[config.mk]
export PLATFORM = sky130hd
export DESIGN_NAME = sfla_cfg_regs
export DESIGN_NICKNAME = d
export VERILOG_FILES = /design/src/hw/rtl/sfla_pkg.sv /design/src/hw/rtl/sfla_cfg_regs.sv
export SDC_FILE = /design/constraint.sdc
export NUM_CORES = 1
export LEC_CHECK = 0
export ABC_AREA = 1
export BUFFER_PORTS_ARGS = -buffer_cell sky130_fd_sc_hd__buf_2
export CAP_MARGIN = 0
export CORE_MARGIN = 8
export CORE_UTILIZATION = 35
export CTS_BUF_LIST = sky130_fd_sc_hd__clkbuf_2
export CTS_CLUSTER_DIAMETER = 200
export DETAILED_ROUTE_END_ITERATION = 10
export MAX_ROUTING_LAYER = met4
export PLACE_DENSITY = 0.73
export SLEW_MARGIN = 20
export SYNTH_ARGS = -nofsm -noshare
export SYNTH_HDL_FRONTEND = slang
export SYNTH_SLANG_ARGS = --single-unit
[constraint.sdc]
create_clock -name clk -period 1.07 [get_ports clk]
set_clock_uncertainty 0.05 [all_clocks]
set_input_delay 0.0535 -clock clk [delete_from_list [all_inputs] [get_ports clk]]
set_output_delay 0.0535 -clock clk [all_outputs]
set_load 0.02 [all_outputs]
[src/hw/rtl/sfla_pkg.sv]
// shared types, constants and register codes for the slab free-list allocator
// no dependencies; every other rtl file of the block refers to this package
package sfla_pkg;

	localparam int MAX_SLOTS = 1024;
	localparam int SLOT_W    = $clog2(MAX_SLOTS);
	localparam int LINK_W    = SLOT_W + 1;
	localparam int CNT_W     = 11;
	localparam int ADDR_W    = 3;
	localparam int DATA_W    = 32;

	localparam logic [CNT_W-1:0]  COUNT_MAX = '1;
	localparam logic [LINK_W-1:0] LINK_NULL = LINK_W'(MAX_SLOTS);

	// operation codes
	localparam logic OP_ALLOC = 1'b0;
	localparam logic OP_FREE  = 1'b1;

	// register indexes, taken from paddr[2]
	localparam logic REG_BLOCK_SLOTS = 1'b0;
	localparam logic REG_MAX_BLOCKS  = 1'b1;

	localparam logic [CNT_W-1:0] BLOCK_SLOTS_RST = 11'd16;
	localparam logic [CNT_W-1:0] MAX_BLOCKS_RST  = 11'd64;

	typedef struct packed {
		logic              op;
		logic [SLOT_W-1:0] slot;
		logic              slot_null;
	} sfla_in_t;

	typedef struct packed {
		logic              ok;
		logic [SLOT_W-1:0] granted_slot;
		logic [CNT_W-1:0]  free_slots;
		logic [CNT_W-1:0]  total_slots;
		logic [CNT_W-1:0]  blocks_used;
	} sfla_out_t;

	typedef struct packed {
		logic [CNT_W-1:0] block_slots;
		logic [CNT_W-1:0] max_blocks;
	} sfla_cfg_t;

	typedef struct packed {
		logic              we;
		logic [SLOT_W-1:0] waddr;
		logic [LINK_W-1:0] wdata;
		logic              re;
		logic [SLOT_W-1:0] raddr;
	} sfla_ram_req_t;

endpackage

[src/hw/rtl/sfla_cfg_regs.sv]
// apb-style configuration registers: block_slots and max_blocks
// depends on sfla_pkg
module sfla_cfg_regs (
	input  logic                         clk,
	input  logic                         arst_n,
	input  logic                         psel,
	input  logic                         penable,
	input  logic                         pwrite,
	input  logic [sfla_pkg::ADDR_W-1:0]  paddr,
	input  logic [sfla_pkg::DATA_W-1:0]  pwdata,
	output logic [sfla_pkg::DATA_W-1:0]  prdata,
	output logic                         pready,
	output sfla_pkg::sfla_cfg_t          cfg
);

	logic [sfla_pkg::CNT_W-1:0] block_slots_q;
	logic [sfla_pkg::CNT_W-1:0] max_blocks_q;
	logic                       wr_en;

	assign pready = 1'b1;
	assign wr_en  = psel && penable && pwrite;

	always_ff @(posedge clk or negedge arst_n) begin
		if (!arst_n) begin
			block_slots_q <= sfla_pkg::BLOCK_SLOTS_RST;
			max_blocks_q  <= sfla_pkg::MAX_BLOCKS_RST;
		end else if (wr_en) begin
			case (paddr[2])
				sfla_pkg::REG_BLOCK_SLOTS: block_slots_q <= pwdata[sfla_pkg::CNT_W-1:0];
				sfla_pkg::REG_MAX_BLOCKS:  max_blocks_q  <= pwdata[sfla_pkg::CNT_W-1:0];
				default: ;
			endcase
		end
	end

	always_comb begin
		case (paddr[2])
			sfla_pkg::REG_BLOCK_SLOTS:
				prdata = {{(sfla_pkg::DATA_W-sfla_pkg::CNT_W){1'b0}}, block_slots_q};
			sfla_pkg::REG_MAX_BLOCKS:
				prdata = {{(sfla_pkg::DATA_W-sfla_pkg::CNT_W){1'b0}}, max_blocks_q};
			default:
				prdata = '0;
		endcase
	end

	assign cfg.block_slots = block_slots_q;
	assign cfg.max_blocks  = max_blocks_q;

endmodule

Word level (Yosys, flattened, before mapping)
Cells that the tools add are included.
{ "classes": {"n_reduce_logical": 4, "eq_ne": 0, "bitwise_logic": 1, "n_lt_le_gt_ge": 0, "multipliers": 0, "n_div": 0, "shift": 0, "n_mux": 1, "n_addsub": 0} }
{ "ops": {"columns": ["op", "n"], "rows": [
  ["$pmux W32 S2", 1],
  ["$reduce_and A2 Y1", 2],
  ["$logic_and A1 B1 Y1", 2],
  ["$not A1 Y1", 1]
]} }
{ "word_totals": {"romBits": 0, "out_inout_bits": 55, "ramBits": 0, "ff_bits": 22, "elab_cells": 8, "latchBits": 0, "input_bits": 40, "memories": 0} }

Depth between registers and ports, before layout
{ "depth": {"ltp_word": 3, "depth_mapped": 5, "mapped_depth_nobuf": 4} }

Least setup slack after synthesis
OpenSTA, ideal clock, no wires.
{ "synth_timing": {"path_kind": "reg-to-output", "from": "reg max_blocks_q[6] (netlist bit)", "to": "out prdata[6] (netlist bit)", "required_time_ns": 0.967, "arrival_time_ns": 0.801, "path_slack_ns": 0.165, "path_buffers": 0, "path_stages_with_launch": 3, "cell_sequence": "dfstp_2 nand2_1 nand2_1"} }
{ "synth_via": {"elab_chain_cells": 1} }
{ "synth_rtl": {"columns": ["element", "line", "text"], "rows": [
  ["start, declared", "sfla_cfg_regs.sv:17", "logic [sfla_pkg::CNT_W-1:0] max_blocks_q;"],
  ["start signal, assigned", "sfla_cfg_regs.sv:26", "max_blocks_q <= sfla_pkg::MAX_BLOCKS_RST;"],
  ["start signal, assigned", "sfla_cfg_regs.sv:30", "sfla_pkg::REG_MAX_BLOCKS: max_blocks_q <= pwdata[sfla_pkg::CNT_W-1:0];"],
  ["$pmux W32 S2", "sfla_cfg_regs.sv:37", "case (paddr[2])"],
  ["end, declared", "sfla_cfg_regs.sv:11", "output logic [sfla_pkg::DATA_W-1:0] prdata,"]
]} }
No other way between the ends. The select of a mux whose other input is x is not followed.

Worst setup path after layout
Same ends and word-level chain as after synthesis.

==> results.cfg <==
[clock_tree]
clkLatencyLatePin_ns = 0.31
cts_tree = done
cts_buffers = 3
clock_path_buffers = 2
clkSlewWorstSetupHoldPaths_ns = 0.22
cts_sinks = 22
clockRootBuffer = clkbuf_2
cts_htree_levels = 1

[sta]
min_period_ns = 1.275
holdWs_ns = 0.08501
setup-violations-final = 13
hold_violations = 0
slew_headroom = 0.6633
grt_setup_unrepaired = yes
fmax_mhz = 784.2
period_share = 1.192
worstMarginPinSlew_ns = 0.5051
drv_slew = 0
worst_slack_ns = -0.2052

[yosys]
synth_area_leaders = dfrtp_1 (42%), nand2_1 (24%), buf_4 (16%)
synth-compound-area-share = 0
synthAdderAreaFrac = 0
synth.most_common_cell = nand2_1
ys_warn_count = 0
synth_common_cells = nand2_1 (78), buf_4 (25), nand3_1 (22)
synth_xor_area_frac = 0
synth_top_area_frac = 0.4162
synth_simple_gate_area_frac = 0.3507
yosysUniqueCellTypes = 11
synth_ff_type = dfrtp_1
synth_seq_cells = 22
synth_area_leader_cell = dfrtp_1
ys_seq_area_frac = 0.4599
synth-edff-count = 0
synth_top_family_by_area = simple AND/OR/NAND/NOR gates
ys_async_sr_fraction = 1.000
synthMuxAreaShare = 0
syn_inst = 159
syn_avg_cell_area_sq_um = 7.562
syn_area_sq_um = 1202

[grt]
antenna_found_initial = 0
grt_overflow = 0
grt_max_degree = 23
grt_util_all_layers = 0.1195
grt_pass1_vias = 1110
grt_pass1_wl_microns = 5057

[setup_path]
end_kind = output port
crit_arrival_ns = 1.17
worstPathRequired_ns = 0.97
r2r_slack_ns = 0.17
path_class = reg2out
crit_fanout = 3
start_kind = flip-flop

[status]
status = finished with violations
violations = setup timing

[route]
avgRoutedWirePerCell_microns = 12.84
dr.pass1.iters = 5
remaining_drc_errors = 0
ant_nets = 0
routed_via_density = 4.311
drt_iter0_drc = 32
wl_microns = 3594
vias = 1207

[final_layout]
fin_cells = 280
fin_nets = 275
drive_above_1_share = 0.3376
n_antenna_cell = 0
area_growth_pct = 53.49
design_area_sq_um = 1846

[pwr]
pwr-share-clk = 0.117
pwr-share-comb = 0.482
ir_drop_mv = 0.7809
p_sw_frac = 0.3928
leakage_nw = 1.056
p_int_mw = 1.739
switchingPower_mw = 1.125
power_density_nw_per_um2 = 1552
p_seq_frac = 0.401

[placed_design]
io_buffers = 49
dp_hpwl_microns = 2313
gp_congestion = 0.6775
post_dp_cell_area_sq_um = 1420
place_inst = 251

[floorplan]
die_x_microns = 74.61
ios = 95
start_util = 0.3632
rows = 21
dieArea_sq_um = 5567
core-area_sq_um = 3311
die_h_microns = 74.61

[min_path]
hp-class = in2reg

[run]
cap_violations = 0
layout make-up:
| class | instances | area (sq um) |
|---|---|---|
| fill | 331 | 1465 |
| timing repair buffer | 81 | 696.9 |
| sequential | 22 | 553.0 |
| multi-input combinational | 125 | 511.7 |
| tap | 46 | 57.56 |
| clock buffer | 3 | 15.01 |
| inverter | 2 | 7.507 |
| clock inverter | 1 | 3.754 |
final timing paths:
| kind | start | end | depth (start not counted) |
|---|---|---|---|
| setup / recovery | max_blocks_q[6]$_DFFE_PN1P_ | prdata[6] | 3 |
| hold / removal | paddr[2] | max_blocks_q[6]$_DFFE_PN1P_ | 4 |
| setup reg to reg | max_blocks_q[2]$_DFFE_PN0P_ | max_blocks_q[2]$_DFFE_PN0P_ | 4 |
| hold reg to reg | block_slots_q[4]$_DFFE_PN1P_ | block_slots_q[4]$_DFFE_PN1P_ | 2 |
| max in group asynchronous | arst_n | block_slots_q[4]$_DFFE_PN1P_ | 2 |
| min in group asynchronous | arst_n | block_slots_q[10]$_DFFE_PN0P_ | 2 |
sequential cells by signal, indices dropped and copies added, names as in the netlist:
register       cells
max_blocks_q      11
block_slots_q     11
worst max-delay path, cell delays in order, from the launching register on:
cell     delay [ns]
dfstp_2        0.60
nand2_2        0.06
nand2_2        0.07
buf_6          0.11
placed cells by master, fill, tap and decap left out:
cell,count
buf_2,20
dfrtp_1,20
inv_2,1
nor2_2,1
nand3_1,22
nand4_1,2
buf_6,29
clkinv_1,1
nand2_2,3
inv_1,1
dfstp_2,2
conb_1,22
dlygate4sd3_1,12
clkbuf_2,3
nand2_1,75
buf_4,20
power groups by stage:
stage / combinational, mW / sequential [mW] / clock [mW]
after floorplan: 0.458 / 1.32 / 0
after global placement: 0.931 / 1.13 / 0
after detailed placement: 0.942 / 1.13 / 0
after CTS: 1.17 / 1.11 / 0.347
after global routing: 1.48 / 1.17 / 0.374
final: 1.38 / 1.15 / 0.336
cells by family after synthesis:
group | Yosys count
simple gates | 103
buf+inv | 32
flops | 22
other cells | 2
per-stage QoR:
step / setup slack [ns] / power [mW] / utilization / setup TNS, ns
floorplan: 0.1654 / 1.777 / - / 0
global placement: 0.1944 / 2.060 / 0.4289 / 0
detailed placement: 0.1934 / 2.073 / 0.4289 / 0
CTS: -0.1887 / 2.630 / 0.5106 / -1.139
global route: -0.2563 / 3.028 / 0.5574 / -2.224
finish: -0.2052 / 2.864 / 0.5574 / -1.273
per-layer routing:
metal	up-vias	wire, microns	track usage
met5	-	0	-
met4	0	43	0.03261
met3	4	233	0.01731
met2	44	1909	0.2072
met1	557	1408	0.1404
li1	602	-	-
repair_timing:
item                                    in CTS  in global routing
buffers inserted                             8                  5
hold buffers                                12                  0
pin swaps                                   16                  6
endpoints found under the setup margin      13                 31
hold endpoints to repair                    44                  0
resized for setup                           23                 38
Note: power is estimated with default switching activity, not from simulation.
