### config.mk
export PLATFORM = sky130hd
export DESIGN_NAME = sfla_ctrl
export DESIGN_NICKNAME = d
export VERILOG_FILES = /design/src/hw/rtl/sfla_pkg.sv /design/src/hw/rtl/sfla_ctrl.sv
export SDC_FILE = /design/constraint.sdc
export NUM_CORES = 1
export LEC_CHECK = 0
export ABC_CLOCK_PERIOD_IN_PS = 16400
export BUFFER_PORTS_ARGS = -buffer_cell sky130_fd_sc_hd__buf_4
export CORE_MARGIN = 2
export CORE_UTILIZATION = 55
export DETAILED_ROUTE_END_ITERATION = 8
export PLACE_DENSITY = 0.79
export SYNTH_ARGS = -nofsm -noshare
export SYNTH_HDL_FRONTEND = slang
export SYNTH_SLANG_ARGS = --single-unit
### constraint.sdc
create_clock -name clk -period 16.4 [get_ports clk]
set_clock_uncertainty 0.15 [all_clocks]
set_input_delay 0.82 -clock clk [delete_from_list [all_inputs] [get_ports clk]]
set_output_delay 0.82 -clock clk [all_outputs]
set_load 0.01 [all_outputs]
### src/hw/rtl/sfla_pkg.sv
// shared types, constants and register codes for the slab free-list allocator
// no dependencies; every other rtl file of the block refers to this package
package sfla_pkg;

	localparam int MAX_SLOTS = 1024;
	localparam int SLOT_W    = $clog2(MAX_SLOTS);
	localparam int LINK_W    = SLOT_W + 1;
	localparam int CNT_W     = 11;
	localparam int ADDR_W    = 3;
	localparam int DATA_W    = 32;

	localparam logic [CNT_W-1:0]  COUNT_MAX = '1;
	localparam logic [LINK_W-1:0] LINK_NULL = LINK_W'(MAX_SLOTS);

	// operation codes
	localparam logic OP_ALLOC = 1'b0;
	localparam logic OP_FREE  = 1'b1;

	// register indexes, taken from paddr[2]
	localparam logic REG_BLOCK_SLOTS = 1'b0;
	localparam logic REG_MAX_BLOCKS  = 1'b1;

	localparam logic [CNT_W-1:0] BLOCK_SLOTS_RST = 11'd16;
	localparam logic [CNT_W-1:0] MAX_BLOCKS_RST  = 11'd64;

	typedef struct packed {
		logic              op;
		logic [SLOT_W-1:0] slot;
		logic              slot_null;
	} sfla_in_t;

	typedef struct packed {
		logic              ok;
		logic [SLOT_W-1:0] granted_slot;
		logic [CNT_W-1:0]  free_slots;
		logic [CNT_W-1:0]  total_slots;
		logic [CNT_W-1:0]  blocks_used;
	} sfla_out_t;

	typedef struct packed {
		logic [CNT_W-1:0] block_slots;
		logic [CNT_W-1:0] max_blocks;
	} sfla_cfg_t;

	typedef struct packed {
		logic              we;
		logic [SLOT_W-1:0] waddr;
		logic [LINK_W-1:0] wdata;
		logic              re;
		logic [SLOT_W-1:0] raddr;
	} sfla_ram_req_t;

endpackage

### src/hw/rtl/sfla_ctrl.sv
// allocator sequencer: pop, push, block growth walk and the output register
// depends on sfla_pkg; drives sfla_link_ram through a request struct
module sfla_ctrl (
	input  logic                         clk,
	input  logic                         arst_n,
	input  sfla_pkg::sfla_cfg_t          cfg,
	input  logic                         in_valid,
	output logic                         in_stall,
	input  sfla_pkg::sfla_in_t           in_data,
	output logic                         out_valid,
	input  logic                         out_stall,
	output sfla_pkg::sfla_out_t          out_data,
	output sfla_pkg::sfla_ram_req_t      ram_req,
	input  logic [sfla_pkg::LINK_W-1:0]  ram_rdata
);

	localparam logic [1:0] ST_IDLE = 2'd0;
	localparam logic [1:0] ST_POP  = 2'd1;
	localparam logic [1:0] ST_GROW = 2'd2;
	localparam logic [1:0] ST_HOLD = 2'd3;

	localparam int CW = sfla_pkg::CNT_W;
	localparam int SW = sfla_pkg::SLOT_W;
	localparam int LW = sfla_pkg::LINK_W;

	logic [1:0]    state_q, state_d;
	logic [LW-1:0] head_q, head_d;
	logic [CW-1:0] free_q, free_d;
	logic [CW-1:0] cap_q, cap_d;
	logic [CW-1:0] blk_q, blk_d;
	logic [CW-1:0] size_q, size_d;
	logic [CW-1:0] walk_q, walk_d;
	logic [SW-1:0] grant_q, grant_d;
	logic          out_valid_q, out_valid_d;
	sfla_pkg::sfla_out_t out_q, out_d;
	sfla_pkg::sfla_out_t res_q, res_d;

	sfla_pkg::sfla_out_t res;
	logic          emit;
	logic          out_free;
	logic          out_load;
	logic [CW-1:0] size_eff;
	logic [CW:0]   grow_sum;
	logic          grow_ok;
	logic          head_valid;
	logic [CW-1:0] free_inc;
	logic [CW-1:0] free_dec;
	logic [CW-1:0] grow_addr;
	logic          grow_last;
	logic [CW:0]   free_sum;
	logic [CW-1:0] free_grown;

	assign out_free   = !out_valid_q || !out_stall;
	assign size_eff   = (cfg.block_slots == '0) ? CW'(1) : cfg.block_slots;
	assign grow_sum   = {1'b0, cap_q} + {1'b0, size_eff};
	assign grow_ok    = (blk_q < cfg.max_blocks) && (grow_sum <= (CW+1)'(sfla_pkg::MAX_SLOTS));
	assign head_valid = head_q < sfla_pkg::LINK_NULL;
	assign free_inc   = (free_q == sfla_pkg::COUNT_MAX) ? free_q : free_q + CW'(1);
	assign free_dec   = (free_q == '0) ? free_q : free_q - CW'(1);
	assign grow_addr  = cap_q + walk_q;
	assign grow_last  = walk_q == size_q - CW'(1);
	assign free_sum   = {1'b0, free_q} + {1'b0, size_q};
	// saturate, then take the popped slot off (always at least one slot)
	assign free_grown = (free_sum > {1'b0, sfla_pkg::COUNT_MAX}) ?
		sfla_pkg::COUNT_MAX - CW'(1) : free_sum[CW-1:0] - CW'(1);

	always_comb begin
		state_d  = state_q;
		head_d   = head_q;
		free_d   = free_q;
		cap_d    = cap_q;
		blk_d    = blk_q;
		size_d   = size_q;
		walk_d   = walk_q;
		grant_d  = grant_q;
		res_d    = res_q;
		out_d    = out_q;
		emit     = 1'b0;
		ram_req  = '0;
		res.ok           = 1'b0;
		res.granted_slot = '0;
		res.free_slots   = free_q;
		res.total_slots  = cap_q;
		res.blocks_used  = blk_q;

		case (state_q)
			ST_IDLE: begin
				if (in_valid) begin
					if (in_data.op == sfla_pkg::OP_ALLOC) begin
						if (head_valid) begin
							ram_req.re    = 1'b1;
							ram_req.raddr = head_q[SW-1:0];
							grant_d       = head_q[SW-1:0];
							state_d       = ST_POP;
						end else if (grow_ok) begin
							size_d  = size_eff;
							walk_d  = '0;
							state_d = ST_GROW;
						end else begin
							emit = 1'b1;
						end
					end else if (in_data.slot_null) begin
						res.ok = 1'b1;
						emit   = 1'b1;
					end else if ({1'b0, in_data.slot} < cap_q) begin
						ram_req.we     = 1'b1;
						ram_req.waddr  = in_data.slot;
						ram_req.wdata  = head_q;
						head_d         = {1'b0, in_data.slot};
						free_d         = free_inc;
						res.ok         = 1'b1;
						res.free_slots = free_inc;
						emit           = 1'b1;
					end else begin
						emit = 1'b1;
					end
				end
			end
			ST_POP: begin
				head_d           = ram_rdata;
				free_d           = free_dec;
				res.ok           = 1'b1;
				res.granted_slot = grant_q;
				res.free_slots   = free_dec;
				emit             = 1'b1;
			end
			ST_GROW: begin
				// thread the new block so the highest index ends up on top
				ram_req.we    = 1'b1;
				ram_req.waddr = grow_addr[SW-1:0];
				ram_req.wdata = (walk_q == '0) ? head_q : LW'(grow_addr - CW'(1));
				walk_d        = walk_q + CW'(1);
				if (grow_last) begin
					head_d = (size_q == CW'(1)) ? head_q : LW'(grow_addr - CW'(1));
					cap_d  = grow_addr + CW'(1);
					blk_d  = blk_q + CW'(1);
					free_d = free_grown;
					res.ok           = 1'b1;
					res.granted_slot = grow_addr[SW-1:0];
					res.free_slots   = free_grown;
					res.total_slots  = grow_addr + CW'(1);
					res.blocks_used  = blk_q + CW'(1);
					emit             = 1'b1;
				end
			end
			ST_HOLD: begin
				if (out_free) begin
					out_d   = res_q;
					state_d = ST_IDLE;
				end
			end
			default: state_d = ST_IDLE;
		endcase

		if (emit) begin
			if (out_free) begin
				out_d   = res;
				state_d = ST_IDLE;
			end else begin
				res_d   = res;
				state_d = ST_HOLD;
			end
		end
	end

	assign out_load    = (emit || state_q == ST_HOLD) && out_free;
	assign out_valid_d = out_load || (out_valid_q && out_stall);

	always_ff @(posedge clk or negedge arst_n) begin
		if (!arst_n) begin
			state_q     <= ST_IDLE;
			head_q      <= sfla_pkg::LINK_NULL;
			free_q      <= '0;
			cap_q       <= '0;
			blk_q       <= '0;
			out_valid_q <= 1'b0;
		end else begin
			state_q     <= state_d;
			head_q      <= head_d;
			free_q      <= free_d;
			cap_q       <= cap_d;
			blk_q       <= blk_d;
			out_valid_q <= out_valid_d;
		end
	end

	always_ff @(posedge clk) begin
		size_q  <= size_d;
		walk_q  <= walk_d;
		grant_q <= grant_d;
		res_q   <= res_d;
		out_q   <= out_d;
	end

	assign in_stall  = state_q != ST_IDLE;
	assign out_valid = out_valid_q;
	assign out_data  = out_q;

	a_head_range: assert property (@(posedge clk) disable iff (!arst_n)
		head_q <= sfla_pkg::LINK_NULL)
		else $error("list head beyond the empty marker");

	a_cap_range: assert property (@(posedge clk) disable iff (!arst_n)
		cap_q <= CW'(sfla_pkg::MAX_SLOTS))
		else $error("capacity beyond slot limit");

	a_grow_addr: assert property (@(posedge clk) disable iff (!arst_n)
		state_q == ST_GROW |-> grow_addr < CW'(sfla_pkg::MAX_SLOTS))
		else $error("growth walk left the link memory");

	a_hold_drain: assert property (@(posedge clk) disable iff (!arst_n)
		state_q == ST_HOLD && out_free |=> state_q == ST_IDLE && out_valid_q)
		else $error("held result not moved to output register");

	a_blk_step: assert property (@(posedge clk) disable iff (!arst_n)
		blk_q != $past(blk_q) |-> blk_q == $past(blk_q) + CW'(1))
		else $error("block count moved by other than one");

endmodule

# Yosys cells after proc, flatten, opt, wreduce, memory -nomap -nowiden
# Index checks and enable logic that the tools add are counted.
[totals]
reg_bits = 167
word_cells = 139
[classes]
addsub = 11
n_lt_le_gt_ge = 5
n_eq_ne = 19
mux = 58
n_bitwise = 3
reduce_logical = 24
[op_table]
columns = ["op", "n"]
rows = [
  ["$mux W11", 23],
  ["$mux W44", 5],
  ["$pmux W11 S3", 3],
  ["$mux W22", 4],
  ["$add A11 B1 Y11 const B", 4],
  ["$pmux W22 S2", 1],
  ["$sub A11 B1 Y11 const B", 4],
  ["$logic_not A11 Y1", 3],
  ["$mux W33", 1],
  ["$add A11 B11 Y12", 2],
  ["$pmux W11 S2", 1],
  ["$pmux W10 S2", 1],
  ["$ne A2 B2 Y1 const B", 9],
  ["$reduce_and A5 Y1", 3],
  ["$mux W2", 7],
  ["$gt A12 B11 Y1 const B", 1],
  ["$le A12 B11 Y1 const B", 1],
  ["$add A11 B11 Y11", 1],
  ["$eq A11 B1 Y1 const B", 1],
  ["$eq A11 B11 Y1", 1],
  ["$eq A11 B11 Y1 const B", 1],
  ["$lt A10 B11 Y1", 1],
  ["$lt A11 B11 Y1", 1],
  ["$lt A11 B11 Y1 const B", 1],
  ["17 further kinds", 40],
]

# Logic depth before layout (Yosys ltp)
# Gate-level depths: netlist of the first run.
[logic_depth]
word_depth = 13
depth_mapped = 14
mapped_depth_nobuf = 13

# Worst setup path after synthesis of the first run
# Ideal clock, no wire load.
[synth_timing]
path_kind = "in2reg"
startpoint = "input port cfg[13] (netlist name)"
endpoint = "register res_q[0] (netlist name) (enable)"
setup_time_ns = 0.500
arrival_time_ns = 6.162
setup_slack_ns = 9.588
cell_stages = 12
n_path_buf = 0
path_cell_list = "nor4_1 > a31o_2 > ha_1 > fa_1 > a211oi_1 > nor2_1 > or4_1 > and4b_1 > o2111ai_1 > a21o_1 > nor3_1 > nor3_1"
[synth_via]
elab_chain_len = 11
[synth_lines]
columns = ["element", "line", "rtl"]
rows = [
  ["start: declaration", "sfla_ctrl.sv:6", "input sfla_pkg::sfla_cfg_t cfg,"],
  ["$logic_not A11 Y1", "sfla_ctrl.sv:54", "assign size_eff = (cfg.block_slots == '0) ? CW'(1) : cfg.block_slots;"],
  ["$mux W11", "sfla_ctrl.sv:54", ""],
  ["named net size_eff[0]", "sfla_ctrl.sv:42", "logic [CW-1:0] size_eff;"],
  ["$add A11 B11 Y12", "sfla_ctrl.sv:55", "assign grow_sum = {1'b0, cap_q} + {1'b0, size_eff};"],
  ["$le A12 B11 Y1", "sfla_ctrl.sv:56", "assign grow_ok = (blk_q < cfg.max_blocks) && (grow_sum <= (CW+1)'(sfla_pkg::MAX_SLOTS));"],
  ["$logic_and A1 B1 Y1", "sfla_ctrl.sv:56", ""],
  ["$mux W1", "sfla_ctrl.sv:95", "end else if (grow_ok) begin"],
  ["$mux W1", "sfla_ctrl.sv:90", "if (head_valid) begin"],
  ["$mux W1", "sfla_ctrl.sv:89", "if (in_data.op == sfla_pkg::OP_ALLOC) begin"],
  ["$mux W1", "sfla_ctrl.sv:88", "if (in_valid) begin"],
  ["$pmux W1 S3", "sfla_ctrl.sv:86", "case (state_q)"],
  ["$reduce_and A2 Y1 (no source line)", "--", ""],
  ["end signal: assignment", "sfla_ctrl.sv:191", "res_q <= res_d;"],
  ["end: declaration", "sfla_ctrl.sv:36", "sfla_pkg::sfla_out_t res_q, res_d;"],
]
# The timed path passes the listed nets, and every way through them passes these cells.
# A chain may end at the register's enable or synchronous reset.

==> results of run 1 <==
-- final timing paths --
path                       startpoint      endpoint  slack, ps  depth (start not counted)
setup / recovery            walk_q[0]   ram_req[21]      10950                         12
hold / removal                 arst_n     free_q[7]        280                          1
setup reg to reg            size_q[2]     res_q[27]      11440                         10
hold reg to reg             res_q[29]  out_data[29]        330                          2
max in group asynchronous      arst_n      cap_q[8]      15310                          1
min in group clk            res_q[29]  out_data[29]        330                          2
-- registers in the layout, summed over array words and instances (netlist names) --
signal     flops
blk_q         11
cap_q         11
free_q        11
grant_q       10
head_q        11
out_data      44
out_valid      1
res_q         44
size_q        11
state_q        2
walk_q        11
-- power by group through the flow --
stage	combinational, uW	sequential [uW]	clock (uW)
5_1_grt	1330	744	412
6_report	1220	731	394
4_1_cts	1200	726	395
3_5_place_dp	1190	734	0
3_3_place_gp	1150	730	0
2_1_floorplan	819	697	0
-- synthesized netlist by cell type, types with 19 or more instances --
cell type	instances
o22ai_1	33
inv_1	64
nand3_1	44
and2_1	19
clkbuf_1	59
ha_1	66
o21a_1	26
nand2_1	132
dfxtp_1	44
edfxtp_1	76
dfrtp_1	46
a21oi_1	72
nor2_1	110
xnor2_1	46
nor3_1	48
o21ai_0	84
xor2_1	37
-- critical path, delay by kind of cell (launching register included) --
| family | cells | cell delay [ps] |
|---|---|---|
| compound gates | 4 | 980 |
| xor+xnor | 2 | 550 |
| fa+ha+maj | 2 | 690 |
| buf+inv | 1 | 200 |
| flops | 1 | 500 |
| simple gates | 3 | 1100 |
-- cell families after synthesis --
kind of cell	Yosys count	synth area share, %
AND/OR/NAND/NOR	465	19.5
adder cells (fa/ha/maj)	69	7.59
AO/OA/AOI/OAI	397	23.2
multiplexers	16	1.43
buffers and inverters	143	4.85
XOR/XNOR	83	6.23
flip-flops	167	37.2
-- metrics by stage --
| stage | area (um^2) | util [%] | total power, uW |
|---|---|---|---|
| 2_1_floorplan | 11700 | - | 1520 |
| 3_3_place_gp | 12800 | 61.1 | 1880 |
| 3_5_place_dp | 12800 | 61.1 | 1920 |
| 4_1_cts | 13400 | 63.8 | 2320 |
| 5_1_grt | 13400 | 63.8 | 2490 |
| 6_report | 13400 | 63.8 | 2350 |
-- layer usage --
| metal | vias up | global-route usage, % | wire length, um |
|---|---|---|---|
| met5 | - | 0 | 0 |
| met3 | 155 | 5.70 | 3800 |
| met2 | 731 | 55.6 | 17800 |
| li1 | 5154 | - | - |
| met4 | 0 | 19.8 | 2400 |
| met1 | 5292 | 44.0 | 14400 |
-- layout make-up --
type / instances / area share (%)
timing repair buffer: 143 / 8.03
sequential: 167 / 32.5
multi-input combinational: 1030 / 50.8
tap: 275 / 2.57
inverter: 66 / 1.85
clock inverter: 13 / 1.00
clock buffer: 19 / 3.24
==> results by group, run 1 <==
Logic synthesis
  • Post-synth EDFFs: 76
  • Post-synth top flop: edfxtp_1
  • Top cells by area, synth: edfxtp_1 (20%), dfrtp_1 (9.9%), dfxtp_1 (7.5%)
  • Post-synth top area share: 19.5%
  • Synth Warn #: 0
  • Synth unique cells: 88
  • Sequential area share after synthesis: 37.2%
  • Yosys top cell by area: edfxtp_1
  • Syn Inst Count: 1340
  • Synthesized Nets: 1458
  • Avg Cell Area, Syn: 8.71 um^2
  • Cell Area, Synth: 11700 um^2
  • Synth Register Bits: 167
  • Ys async rst share: 28.1%

Power and ir drop
  • Switching power total: 1070 uW
  • Reg power frac: 31.1%
  • Combinational Power Share: 52.1%
  • P_leak: 0.00560 uW
  • Internal: 1280 uW
  • Switching share of total power: 45.6%
  • Pwr Density: 176 nW/um^2
  • Clk pwr share: 16.8%
  • Max IR drop VDD: 0.0927 mV

Critical path
  • Startpoint Class: register
  • Crit-path max FO: 10
  • Endpoint required time on the critical path: 15430 ps
  • Crit path cell chain: ha_1 > fa_1 > a21o_1 > a21oi_1 > xnor2_1 > nor4_1 > o21ai_0 > nor4_1 > xor2_1 > nand2_1 > o21ai_0 > buf_4
  • Type of the worst setup path: reg -> out
  • Crit path DAT: 4480 ps
  • Crit-path slowest cell: nor4_1
  • Largest stage delay, worst path: 680 ps
  • CP endpoint kind: primary output

Run status
  • Status: finished, final reports clean

Worst hold path
  • Hold Crit Class: in -> async

STA
  • Worst Hold Slack: 281 ps
  • Hold Vio Cnt, Final: 0
  • Max Slew Vio Count: 0
  • RSZ-0062 raised after global routing: no
  • Fin crit share: 33.2%
  • Final setup margin: 10950 ps
  • Tightest Pin Transition: 1330 ps
  • Max_slew headroom: 10.8%
  • Final setup vio count: 0
  • Fmax: 0.183 GHz
  • Post-route setup TNS: 0 ps
  • Minimum clock period: 5450 ps

Drt
  • DR WL/cell: 22.4 um
  • First-pass iteration count of the detailed router: 6
  • Antenna Nets Post-Route: 0
  • Post-DR vias/cell: 6.62
  • Post-Route WL: 38.3 mm
  • DR iter-0 viols: 1231
  • Drc violations: 0
  • Vias: 11332

Finish
  • Commonest non-fill, non-tap cell in the layout: buf_4
  • Most frequent cells in the layout: buf_4 (143), nand2_1 (132), nor2_1 (110)
  • Sequential cell area: 4340 um^2
  • Final nets: 1543
  • Number of diodes: 0
  • Fill count: 1830
  • Non-Filler Instances: 1713
  • Multi-input gate area: 6800 um^2
  • Area delta synth->final: 14.5%
  • Layout cells sized above 1: 14.7%

Placed design
  • Gp weighted congestion: 0.985
  • Post-placement cell count: 1681
  • HPWL Detailed: 28.0 mm
  • Dpl ws: 11070 ps
  • Port bufs: 127

Global route
  • GRT overflow: 0
  • First-pass GRT wire length: 59.4 mm
  • Initial antenna violation count: 0
  • Number of global-route vias before repair: 10664
  • Total track usage: 34.5%
  • Largest net degree at the start of global routing: 48

Die
  • Die width: 150 um
  • Row count: 53
  • Initial core utilization: 55.7%
  • Io pins: 128
  • Die area: 22400 um^2
  • Area of the core: 21000 um^2
  • Chip Height: 150 um

CTS
  • CTS clk-pin slew, worst paths: 70 ps
  • CTS root buffer: clkbuf_16
  • Clock Sinks: 167
  • Cts-stage hold buffer count: 0
  • Max Root-Sink Buffers: 2
  • CTS tree: done
  • Post-CTS Setup Repair Bufs: 0
  • PostCTS Resize Cnt: 0
  • H-tree levels: 4
  • Num CTS Buffers: 17
  • Clk_lat worst skew: 440 ps

Run
  • Max-cap violations: 0
(Power assumes the default switching activity.)
==> run 2: changes to the inputs <==
--- a/config.mk
+++ b/config.mk
@@ -5,12 +5,12 @@
 export SDC_FILE = /design/constraint.sdc
 export NUM_CORES = 1
 export LEC_CHECK = 0
-export ABC_CLOCK_PERIOD_IN_PS = 16400
+export ABC_CLOCK_PERIOD_IN_PS = 4600
 export BUFFER_PORTS_ARGS = -buffer_cell sky130_fd_sc_hd__buf_4
 export CORE_MARGIN = 2
-export CORE_UTILIZATION = 55
+export CORE_UTILIZATION = 54
 export DETAILED_ROUTE_END_ITERATION = 8
-export PLACE_DENSITY = 0.79
+export PLACE_DENSITY = 0.8
 export SYNTH_ARGS = -nofsm -noshare
 export SYNTH_HDL_FRONTEND = slang
 export SYNTH_SLANG_ARGS = --single-unit
==> constraint.sdc (replaced) <==
create_clock -name clk -period 4.6 [get_ports clk]
set_clock_uncertainty 0.15 [all_clocks]
set_input_delay 0.23 -clock clk [delete_from_list [all_inputs] [get_ports clk]]
set_output_delay 0.23 -clock clk [all_outputs]
set_load 0.01 [all_outputs]
==> results by group, run 2 (synthesis results as in run 1) <==
Run status
  • Status: finished, final reports clean

Finish
  • Sequential cell area: 4340 um^2
  • Fin util: 65.1%
  • Multi-input gate area: 6820 um^2
  • Final nets: 1583
  • Most frequent cells in the layout: buf_4 (163), nand2_1 (132), nor2_1 (110)
  • Fill count: 1721
  • Area delta synth->final: 18.0%
  • Layout cells sized above 1: 16.0%
  • Number of diodes: 0
  • Commonest non-fill, non-tap cell in the layout: buf_4

Global route
  • Total track usage: 33.0%
  • Number of global-route vias before repair: 11075
  • First-pass GRT wire length: 58.3 mm
  • Largest net degree at the start of global routing: 48
  • GRT overflow: 0
  • Initial antenna violation count: 0

Power and ir drop
  • Internal: 4700 uW
  • Reg power frac: 30.2%
  • Pwr Density: 616 nW/um^2
  • Switching power total: 3790 uW
  • Combinational Power Share: 52.7%
  • Switching share of total power: 44.6%
  • P_leak: 0.00580 uW
  • Clk pwr share: 17.1%
  • Max IR drop VDD: 0.428 mV

CTS
  • CTS root buffer: clkbuf_16
  • Max Root-Sink Buffers: 2
  • Post-CTS Setup Repair Bufs: 0
  • Clock Sinks: 167
  • CTS tree: done
  • Num CTS Buffers: 17
  • CTS clk-pin slew, worst paths: 70 ps
  • Clk_lat worst skew: 430 ps
  • H-tree levels: 4

Critical path
  • Largest stage delay, worst path: 560 ps
  • CP endpoint kind: register
  • Buf/Inv on CP: 3
  • Most frequent CP cell: buf_4
  • Type of the worst setup path: in -> reg
  • Startpoint Class: input port
  • Top cell family by delay on the critical path: compound AO/OA/AOI/OAI gates
  • Endpoint required time on the critical path: 4820 ps
  • Crit path DAT: 4600 ps
  • Crit path cell chain: dlygate4sd3_1 > buf_4 > nor4_1 > a31o_2 > ha_1 > fa_1 > a211oi_1 > nor2_1 > or4_1 > and4b_1 > o2111ai_1 > a21oi_1 > buf_4 > a31oi_4 > o22a_1 > o21a_1
  • Crit-path slowest cell: a31oi_4
  • Crit-path max FO: 19

STA
  • Minimum clock period: 4380 ps
  • Fin crit share: 95.1%
  • Max Slew Vio Count: 0
  • Final setup vio count: 0
  • Fmax: 0.228 GHz
  • Hold Vio Cnt, Final: 0
  • Tightest Pin Transition: 1280 ps
  • Max_slew headroom: 13.1%
  • Post-route setup TNS: 0 ps

Die
  • Initial core utilization: 55.2%
  • Io pins: 128
  • Die area: 22800 um^2
  • Die width: 151 um
  • Chip Height: 151 um
  • Row count: 53
  • Area of the core: 21200 um^2

Drt
  • Vias: 11490
  • Post-Route WL: 37.4 mm
  • DR iter-0 viols: 1212
  • DR WL/cell: 21.3 um
  • First-pass iteration count of the detailed router: 7
  • Post-DR vias/cell: 6.55
  • Antenna Nets Post-Route: 0
  • Drc violations: 0

Placed design
  • Port bufs: 127
  • HPWL Detailed: 26.8 mm
  • Gp weighted congestion: 0.991

Run
  • Max-cap violations: 0

Worst hold path
  • Hold Crit Class: in -> reg
[run 2: power groups by stage]
stage | Combinational [uW] | Clock [uW] | Sequential (uW)
6_report | 4480 | 1450 | 2560
5_1_grt | 4850 | 1520 | 2610
4_1_cts | 4380 | 1460 | 2550
3_5_place_dp | 4340 | 0 | 2580
3_3_place_gp | 4250 | 0 | 2570
2_1_floorplan | 2930 | 0 | 2480
[run 2: path summary, 6_finish.rpt]
| path | startpoint | endpoint | slack [ps] | cells past startpoint |
|---|---|---|---|---|
| hold / removal | ram_rdata[7] | head_q[7] | 20 | 4 |
| max in group asynchronous | arst_n | head_q[3] | 3560 | 2 |
| setup / recovery | cfg[12] | out_data[31] | 220 | 16 |
| hold reg to reg | res_q[25] | out_data[25] | 330 | 2 |
| setup reg to reg | size_q[2] | res_q[21] | 450 | 8 |
| min in group asynchronous | arst_n | free_q[5] | 240 | 2 |
[run 2: what timing repair did]
item / 4_1_cts / 5_1_grt
setup endpoints to repair: 0 / 2
endpoints found under the hold margin: 64 / 0
hold buffers: 19 / 0
gates resized for setup: 0 / 2
[run 2: final cells by class]
cell class                 instances  area share [%]
clock buffer                      17            3.09
tap                              275            2.50
sequential                       167            31.5
multi-input combinational       1030            49.5
inverter                          66            1.80
clock inverter                    15            1.21
timing repair buffer             183            10.4
[run 2: per-layer routing]
layer | global-route usage [%] | vias to the layer above | share of wire (%)
met5 | 0 | - | 0
met2 | 52.3 | 678 | 46
met1 | 42.8 | 5459 | 39
met3 | 7.05 | 117 | 10
met4 | 16.9 | 0 | 4.7
li1 | - | 5236 | -
[run 2: tightest hold or removal path: stages]
cell and delay, ps:
buf_4 80, nand2_1 50, o211ai_1 90, a22o_1 120
[run 2: metrics by stage]
step	total power (uW)	area (um^2)	setup slack [ps]	cells	hold slack, ps
CTS	8390	13800	89.9	1753	5.77
global placement	6820	13000	560	1702	168
detailed placement	6920	13000	474	1702	171
finish	8490	13800	223	1753	19.2
global route	8970	13800	-0.409	1753	32.1
floorplan	5410	11700	246	1340	-216
